`config.mk`:
```
export PLATFORM = sky130hd
export DESIGN_NAME = integer_to_decimal_ascii_unit_flat
export DESIGN_NICKNAME = d
export VERILOG_FILES = /design/src/hw/rtl/i2da_pkg.sv /design/src/hw/rtl/i2da_in_if.sv /design/src/hw/rtl/i2da_out_if.sv /design/src/hw/rtl/integer_to_decimal_ascii_unit.sv /design/src/flat_wrapper.sv
export SDC_FILE = /design/constraint.sdc
export NUM_CORES = 1
export LEC_CHECK = 0
export ABC_CLOCK_PERIOD_IN_PS = 8850
export BUFFER_PORTS_ARGS = -buffer_cell sky130_fd_sc_hd__buf_2
export CORE_AREA = 8 8 162 164
export DETAILED_ROUTE_END_ITERATION = 10
export DIE_AREA = 0 0 170 172
export HOLD_SLACK_MARGIN = 0.05
export MAX_ROUTING_LAYER = met4
export PLACE_DENSITY = 0.63
export REMOVE_ABC_BUFFERS = 1
export SLEW_MARGIN = 20
export SYNTH_ARGS = -nofsm -noshare
export SYNTH_HDL_FRONTEND = slang
export SYNTH_SLANG_ARGS = --single-unit
export TNS_END_PERCENT = 50
```
`constraint.sdc`:
```
create_clock -name i_clk -period 8.85 [get_ports i_clk]
set_input_delay 1.3275 -clock i_clk [delete_from_list [all_inputs] [get_ports i_clk]]
set_output_delay 1.3275 -clock i_clk [all_outputs]
set_load 0.03 [all_outputs]
```
`src/hw/rtl/i2da_pkg.sv`:
```
`default_nettype none
// ----------------------------------------------------------------------------
// i2da_pkg: shared constants and types for the integer to decimal ASCII unit
// Sizes of the value and digit stores, the format commands and the character
// codes that the unit emits.
// ----------------------------------------------------------------------------
package i2da_pkg;

    // Value and digit store sizes
    localparam int VALUE_WIDTH = 64;
    localparam int MAX_DIGITS  = 20;

    // Fixed field widths
    localparam int CMD_W  = 2;
    localparam int VAL_W  = 64;
    localparam int CHAR_W = 6;

    // Derived sizes
    localparam int BCD_W  = 4 * MAX_DIGITS;
    localparam int BITS_W = $clog2(VALUE_WIDTH + 1);
    localparam int REM_W  = $clog2(MAX_DIGITS + 1);

    // Format command bits
    localparam int CMD_BIT_WIDE   = 0;
    localparam int CMD_BIT_SIGNED = 1;

    // Character codes
    localparam logic [CHAR_W-1:0] CH_ZERO  = CHAR_W'(48);
    localparam logic [CHAR_W-1:0] CH_MINUS = CHAR_W'(45);

    // Sequencer states
    typedef enum logic [4:0] {
        S_IDLE = 5'b00001,
        S_CONV = 5'b00010,
        S_SIGN = 5'b00100,
        S_SKIP = 5'b01000,
        S_EMIT = 5'b10000
    } t_state;

endpackage
`default_nettype wire

```
`src/hw/rtl/i2da_in_if.sv`:
```
`default_nettype none
// ----------------------------------------------------------------------------
// i2da_in_if: input channel of the integer to decimal ASCII unit
// Carries one format command and one raw value per beat.
// ----------------------------------------------------------------------------
interface i2da_in_if;
    import i2da_pkg::*;

    logic              valid;
    logic              ready;
    logic [CMD_W-1:0]  command;
    logic [VAL_W-1:0]  value;

    modport source (output valid, output command, output value, input ready);
    modport sink   (input valid, input command, input value, output ready);

endinterface
`default_nettype wire

```
`src/hw/rtl/i2da_out_if.sv`:
```
`default_nettype none
// ----------------------------------------------------------------------------
// i2da_out_if: output channel of the integer to decimal ASCII unit
// Carries one ASCII character and its end-of-number flag per beat.
// ----------------------------------------------------------------------------
interface i2da_out_if;
    import i2da_pkg::*;

    logic              valid;
    logic              ready;
    logic [CHAR_W-1:0] char_code;
    logic              last_char;

    modport source (output valid, output char_code, output last_char, input ready);
    modport sink   (input valid, input char_code, input last_char, output ready);

endinterface
`default_nettype wire

```
`src/hw/rtl/integer_to_decimal_ascii_unit.sv`:
```
`default_nettype none
// ----------------------------------------------------------------------------
// integer_to_decimal_ascii_unit: integer to decimal ASCII converter
// Converts a 32- or 64-bit, signed or unsigned value to its decimal ASCII
// characters, most significant digit first, by bit-serial double dabble.
// ----------------------------------------------------------------------------
//
//  channel  dir  payload                    beat
//  i_in     in   command[1:0], value[63:0]  one number to print
//  o_out    out  char_code[5:0], last_char  one character, last flags the end
//
//  A number takes a load step, VALUE_WIDTH (64) double dabble shifts at one
//  bit per cycle, a sign step, then a skip step that drops leading zeros one
//  per cycle and an emit step that sends one digit per cycle while the sink
//  does not stall. A new number is taken only once the last digit is sent.
//  i_in.ready is high only while no number is in work; the last character
//  may still wait in the output register when the next number is taken.
//  A stalled sink holds the sequencer in the sign or emit step.
//  Reset (synchronous, active low) empties the output register and idles.
//
module integer_to_decimal_ascii_unit (
    input  wire          i_clk,
    input  wire          i_rst_n,
    i2da_in_if.sink      i_in,
    i2da_out_if.source   o_out
);
    import i2da_pkg::*;

    t_state                 r_state, n_state;
    logic [VALUE_WIDTH-1:0] r_bin,   n_bin;
    logic [BCD_W-1:0]       r_bcd,   n_bcd;
    logic [BITS_W-1:0]      r_bits,  n_bits;
    logic [REM_W-1:0]       r_rem,   n_rem;
    logic                   r_neg,   n_neg;
    logic                   r_ovf,   n_ovf;
    logic                   r_ov,    n_ov;
    logic [CHAR_W-1:0]      r_char,  n_char;
    logic                   r_last,  n_last;

    logic                   w_accept;
    logic                   w_free;
    logic                   w_wide;
    logic [VALUE_WIDTH-1:0] w_mask;
    logic [VALUE_WIDTH-1:0] w_val;
    logic                   w_sign;
    logic [BCD_W-1:0]       w_adj;
    logic [3:0]             w_top;

    assign w_accept = i_in.valid && i_in.ready;
    assign w_free   = !r_ov || o_out.ready;
    assign w_top    = r_bcd[BCD_W-1 -: 4];

    // Mask the value to the mode width and find its sign
    assign w_wide = i_in.command[CMD_BIT_WIDE];
    assign w_mask = w_wide ? {VALUE_WIDTH{1'b1}}
                           : {{(VALUE_WIDTH-32){1'b0}}, {32{1'b1}}};
    assign w_val  = i_in.value[VALUE_WIDTH-1:0] & w_mask;
    assign w_sign = i_in.command[CMD_BIT_SIGNED] &&
                    (w_wide ? w_val[VALUE_WIDTH-1] : w_val[31]);

    // Add three to every digit of five or more before the shift
    always_comb begin
        for (int d = 0; d < MAX_DIGITS; d++) begin
            w_adj[4*d +: 4] = (r_bcd[4*d +: 4] >= 4'd5) ? r_bcd[4*d +: 4] + 4'd3
                                                        : r_bcd[4*d +: 4];
        end
    end

    // Sequence the load, shift, sign, skip and emit steps
    always_comb begin
        n_state = r_state;
        n_bin   = r_bin;
        n_bcd   = r_bcd;
        n_bits  = r_bits;
        n_rem   = r_rem;
        n_neg   = r_neg;
        n_ovf   = r_ovf;
        n_ov    = r_ov && !o_out.ready;
        n_char  = r_char;
        n_last  = r_last;
        case (r_state)
            S_IDLE: begin
                if (w_accept) begin
                    n_neg   = w_sign;
                    n_bin   = w_sign ? ((VALUE_WIDTH'(0) - w_val) & w_mask) : w_val;
                    n_bcd   = '0;
                    n_ovf   = 1'b0;
                    n_bits  = BITS_W'(VALUE_WIDTH);
                    n_state = S_CONV;
                end
            end
            S_CONV: begin
                n_bcd  = {w_adj[BCD_W-2:0], r_bin[VALUE_WIDTH-1]};
                n_bin  = {r_bin[VALUE_WIDTH-2:0], 1'b0};
                n_ovf  = r_ovf || w_adj[BCD_W-1];
                n_bits = r_bits - BITS_W'(1);
                n_rem  = REM_W'(MAX_DIGITS);
                if (r_bits == BITS_W'(1)) begin
                    n_state = S_SIGN;
                end
            end
            S_SIGN: begin
                if (!r_neg) begin
                    n_state = S_SKIP;
                end else if (w_free) begin
                    n_ov    = 1'b1;
                    n_char  = CH_MINUS;
                    n_last  = 1'b0;
                    n_state = S_SKIP;
                end
            end
            S_SKIP: begin
                // drop leading zeros, keeping at least one digit
                if (w_top == 4'd0 && r_rem > REM_W'(1) && !r_ovf) begin
                    n_bcd = {r_bcd[BCD_W-5:0], 4'd0};
                    n_rem = r_rem - REM_W'(1);
                end else begin
                    n_state = S_EMIT;
                end
            end
            S_EMIT: begin
                if (w_free) begin
                    n_ov   = 1'b1;
                    n_char = CH_ZERO + CHAR_W'(w_top);
                    n_last = (r_rem == REM_W'(1));
                    n_bcd  = {r_bcd[BCD_W-5:0], 4'd0};
                    n_rem  = r_rem - REM_W'(1);
                    if (r_rem == REM_W'(1)) begin
                        n_state = S_IDLE;
                    end
                end
            end
            default: begin
                n_state = S_IDLE;
            end
        endcase
    end

    // Hold control state under reset, payload free-running
    always_ff @(posedge i_clk) begin
        if (!i_rst_n) begin
            r_state <= S_IDLE;
            r_ov    <= 1'b0;
        end else begin
            r_state <= n_state;
            r_ov    <= n_ov;
        end
        r_bin  <= n_bin;
        r_bcd  <= n_bcd;
        r_bits <= n_bits;
        r_rem  <= n_rem;
        r_neg  <= n_neg;
        r_ovf  <= n_ovf;
        r_char <= n_char;
        r_last <= n_last;
    end

    assign i_in.ready      = (r_state == S_IDLE);
    assign o_out.valid     = r_ov;
    assign o_out.char_code = r_char;
    assign o_out.last_char = r_last;

    // Checks on the sequencer
    a_load_starts_conv: assert property (@(posedge i_clk) disable iff (!i_rst_n)
        w_accept |=> (r_state == S_CONV) && (r_bits == BITS_W'(VALUE_WIDTH)))
        else $error("accepted number did not start the shift loop");

    a_minus_not_last: assert property (@(posedge i_clk) disable iff (!i_rst_n)
        (o_out.valid && o_out.char_code == CH_MINUS) |-> !o_out.last_char)
        else $error("minus sign flagged as last character");

    a_last_digit_idles: assert property (@(posedge i_clk) disable iff (!i_rst_n)
        (r_state == S_EMIT && w_free && r_rem == REM_W'(1)) |=>
            (r_state == S_IDLE) && o_out.valid && o_out.last_char)
        else $error("last digit did not end the number");

endmodule
`default_nettype wire
```
`src/flat_wrapper.sv`:
```
// flat-port wrapper written by rule: the top's interface ports become plain ports
module integer_to_decimal_ascii_unit_flat import i2da_pkg::*;
  (i_clk, i_rst_n, i_in_valid, i_in_command, i_in_value, i_in_ready, o_out_valid, o_out_char_code, o_out_last_char, o_out_ready);
  i2da_in_if i_in_i ();
  i2da_out_if o_out_i ();
  input  wire i_clk;
  input  wire i_rst_n;
  input wire logic [$bits(i_in_i.valid)-1:0] i_in_valid;
  input wire logic [$bits(i_in_i.command)-1:0] i_in_command;
  input wire logic [$bits(i_in_i.value)-1:0] i_in_value;
  output wire logic [$bits(i_in_i.ready)-1:0] i_in_ready;
  output wire logic [$bits(o_out_i.valid)-1:0] o_out_valid;
  output wire logic [$bits(o_out_i.char_code)-1:0] o_out_char_code;
  output wire logic [$bits(o_out_i.last_char)-1:0] o_out_last_char;
  input wire logic [$bits(o_out_i.ready)-1:0] o_out_ready;
  assign i_in_i.valid = i_in_valid;
  assign i_in_i.command = i_in_command;
  assign i_in_i.value = i_in_value;
  assign i_in_ready = i_in_i.ready;
  assign o_out_valid = o_out_i.valid;
  assign o_out_char_code = o_out_i.char_code;
  assign o_out_last_char = o_out_i.last_char;
  assign o_out_i.ready = o_out_ready;
  integer_to_decimal_ascii_unit u_core (.i_clk(i_clk), .i_rst_n(i_rst_n), .i_in(i_in_i), .o_out(o_out_i));
endmodule
```
==> results_dict.tcl <==
set metrics [dict create \
    insertion_delay_ns 0.43 \
    met2_length_um 10800 \
    post_synthesis_sequential_area_ratio_pct 48.3 \
    top_layer "met4" \
    syn-instance-count 1086 \
    drv_slew 0 \
    max_freq_mhz 278 \
    gr_util_all_layers_pct 16.6 \
    numClockSinks 170 \
    route.vias.total 8131 \
    rows 57 \
    grt_max_degree 97 \
    num-fill-cells 2259 \
    routedLengthMet1_um 11500 \
    footprint_of_the_multi_input_gates_mm2 0.00505 \
    yosys-top-cells-count "sky130_fd_sc_hd__edfxtp_1 (164), sky130_fd_sc_hd__o21ai_0 (136), sky130_fd_sc_hd__nand2_1 (128)" \
    fp.coreArea_mm2 0.0238 \
    nets 1257 \
    ys_ff_latch 170 \
    tritoncts.num_buffers 17 \
    hold_viol_final 0 \
    cp_max_fo 11 \
    synth.distinct_cells 52 \
    type_of_element_launching_the_critical_path "primary input" \
    detail_route.vias_per_cell 5.50 \
    die-height_um 172 \
    minimum_hold_slack_ns 0.528 \
    synth-async-reset-ratio_pct 0 \
    register_area_mm2 0.00504 \
    worst_ep_arrival_time_ns 3.74 \
    final.setup_skew_ns 0.0113 \
    max_cap_violations 0 \
    cts_tree "done" \
    placedCellCount 1446 \
    dr.pass1.iters 7 \
    cts.path.max_buffers 2 \
    finalWeightedCongestion 0.904 \
    met3_wirelength_um 1070 \
    placement.cell_area_mm2 0.0111 \
    power_per_cell_area_mw_per_mm2 204 \
    areaGrowthSynthToFinish_pct 12.1 \
    wire_length_of_the_first_global_routing_pass_um 38800 \
    antenna-diode-count 0 \
    h-tree-depth 4 \
    drt_drc_violations_left 0 \
    layout_cells_sized_above_1_pct 11.0 \
    status "finished clean" \
    top_level_pins 79 \
    critPathRequiredTime_ns 9.00 \
    post-cts-setup-buffers 0 \
    portion_of_the_clock_cycle_consumed_by_the_worst_path_in_the_final_layout_pct 40.6 \
    starting_utilization_of_the_core_area_pct 43.9 \
    holdBufCountCts 0 \
    setup_violations 0 \
    drt_wl_total_um 23500 \
    antenna_found_initial 0 \
    worst_slew_pin_tran_ns 1.08 \
    netlist_area_mm2 0.0105 \
    worst_hold_path_type "reg2reg" \
    rsz0062_at_grt "no" \
    cts_root_buffer "sky130_fd_sc_hd__clkbuf_16" \
    post-synth-top-count-cell "sky130_fd_sc_hd__edfxtp_1" \
    dr.first_iter.drc_count 567 \
    p_leak_uw 0.00404 \
    fp.dieW_um 170 \
    finalInstanceArea_mm2 0.0117 \
    number_of_global_route_vias_before_repair 7845 \
    synth.avg_cell_area_um2 9.62 \
    synth_flop_cell "sky130_fd_sc_hd__edfxtp_1" \
    ctsResizeCount 0 \
    global_route.overflow_total 0 \
    ant_nets 0 \
    netlist.top_cell.by_area "sky130_fd_sc_hd__edfxtp_1" \
    synth.yosys.warnings 0 \
    detail_route.wl_per_cell_um 15.9 \
    worstSetupEndpointType "flip-flop" \
    time_the_worst_path_needs_with_i_o_delays_and_setup_ns 3.59 \
    dieArea_mm2 0.0292 \
    crit_type "in2reg" \
    cts.reportedPaths.clkPinSlew_ns 0.07 \
    finalNonFillerCells 1478 \
    worst_slew_margin_rel_pct 28.0 \
    synth_top_area_share_pct 47.1 \
    netlist_top_cells_area "sky130_fd_sc_hd__edfxtp_1 (47%), sky130_fd_sc_hd__o21ai_0 (6.5%), sky130_fd_sc_hd__xnor2_1 (6.2%)" \
    detailedPlacementHpwl_um 15700 \
    ir_drop_uv 121 \
    synth_enable_flop_cells 164 \
    port-buffer-count 77 \
]
-- area by class of cell --
class / instances / share of cell area [%]
multi-input combinational: 816 / 43.1
inverter: 52 / 1.67
sequential: 170 / 43.0
timing repair buffer: 84 / 3.74
tap: 324 / 3.46
clock buffer: 20 / 3.73
clock inverter: 12 / 1.28
-- placed cells by master (no fill, tap or decap), drive strengths merged, types with 22 or more instances in the layout --
cell and count:
nor3b 26, nor2 77, o22ai 22, edfxtp 164, nor3 23, nand2 128
xnor2 74, nand2b 24, a21oi 90, buf 84, o21ai 139, ha 46
xor2 27, inv 52
-- stage by stage --
step / total power, uW / worst slack, ns / util (%) / TNS, ns
after global placement: 1630 / 4.84 / 46.7 / 0
after CTS: 2420 / 5.28 / 49.2 / 0
final: 2390 / 5.26 / 49.2 / 0
after detailed placement: 1650 / 4.84 / 46.7 / 0
after floorplan: 1510 / -1.13 / - / -90.49
after global routing: 2530 / 5.10 / 49.2 / 0
-- where the power goes --
part	total, uW	internal (uW)	switching, uW
sequential	1130	1050	87.1
combinational	501	193	307
clock	761	443	319
-- flip-flops by register name, summed over array words and instances, names as in the netlist --
register / count
u_core.r_bin: 64
u_core.o_out.last_char: 1
u_core.r_ovf: 1
u_core.r_bcd: 80
u_core.r_rem: 5
u_core.o_out.char_code: 5
u_core.r_state: 5
u_core.o_out.valid: 1
u_core.r_neg: 1
u_core.r_bits: 7
-- worst paths after layout --
path | startpoint | to | slack, ns | depth (start not counted)
setup / recovery | i_in_value[4] | u_core.r_bin[50] | 5.26 | 7
hold / removal | u_core.r_bin[63] | u_core.r_bcd[0] | 0.53 | 1
setup reg to reg | u_core.r_bcd[76] | u_core.r_bcd[27] | 5.78 | 7
hold reg to reg | u_core.r_bin[63] | u_core.r_bcd[0] | 0.53 | 1
-- critical path, cell delays in order --
cell and delay [ns]:
sky130_fd_sc_hd__buf_2 0.12, sky130_fd_sc_hd__or4_4 0.57, sky130_fd_sc_hd__or4_4 0.59, sky130_fd_sc_hd__nor3_2 0.59, sky130_fd_sc_hd__a41oi_1 0.27, sky130_fd_sc_hd__xnor2_1 0.18
sky130_fd_sc_hd__o21ai_0 0.09
-- metal layers --
metal	up-vias	track usage, %
li1	4069	-
met5	-	-
met1	3811	23.2
met4	0	3.47
met2	236	25.2
met3	15	2.79
-- logic make-up (layout without fill, tap and decap cells) --
kind of cell             count (synthesis)  after routing  share of synthesized area (%)
AND/OR/NAND/NOR                        347            347                           16.5
multiplexers                             2              2                          0.192
flip-flops                             170            170                           48.3
buffers and inverters                  100            168                           3.71
adder cells (fa/ha/maj)                 46             46                           5.51
XOR/XNOR                               101            101                           8.46
other                                    1              1                         0.0359
AO/OA/AOI/OAI                          319            319                           17.3
Power figures use the tool's default switching activity.
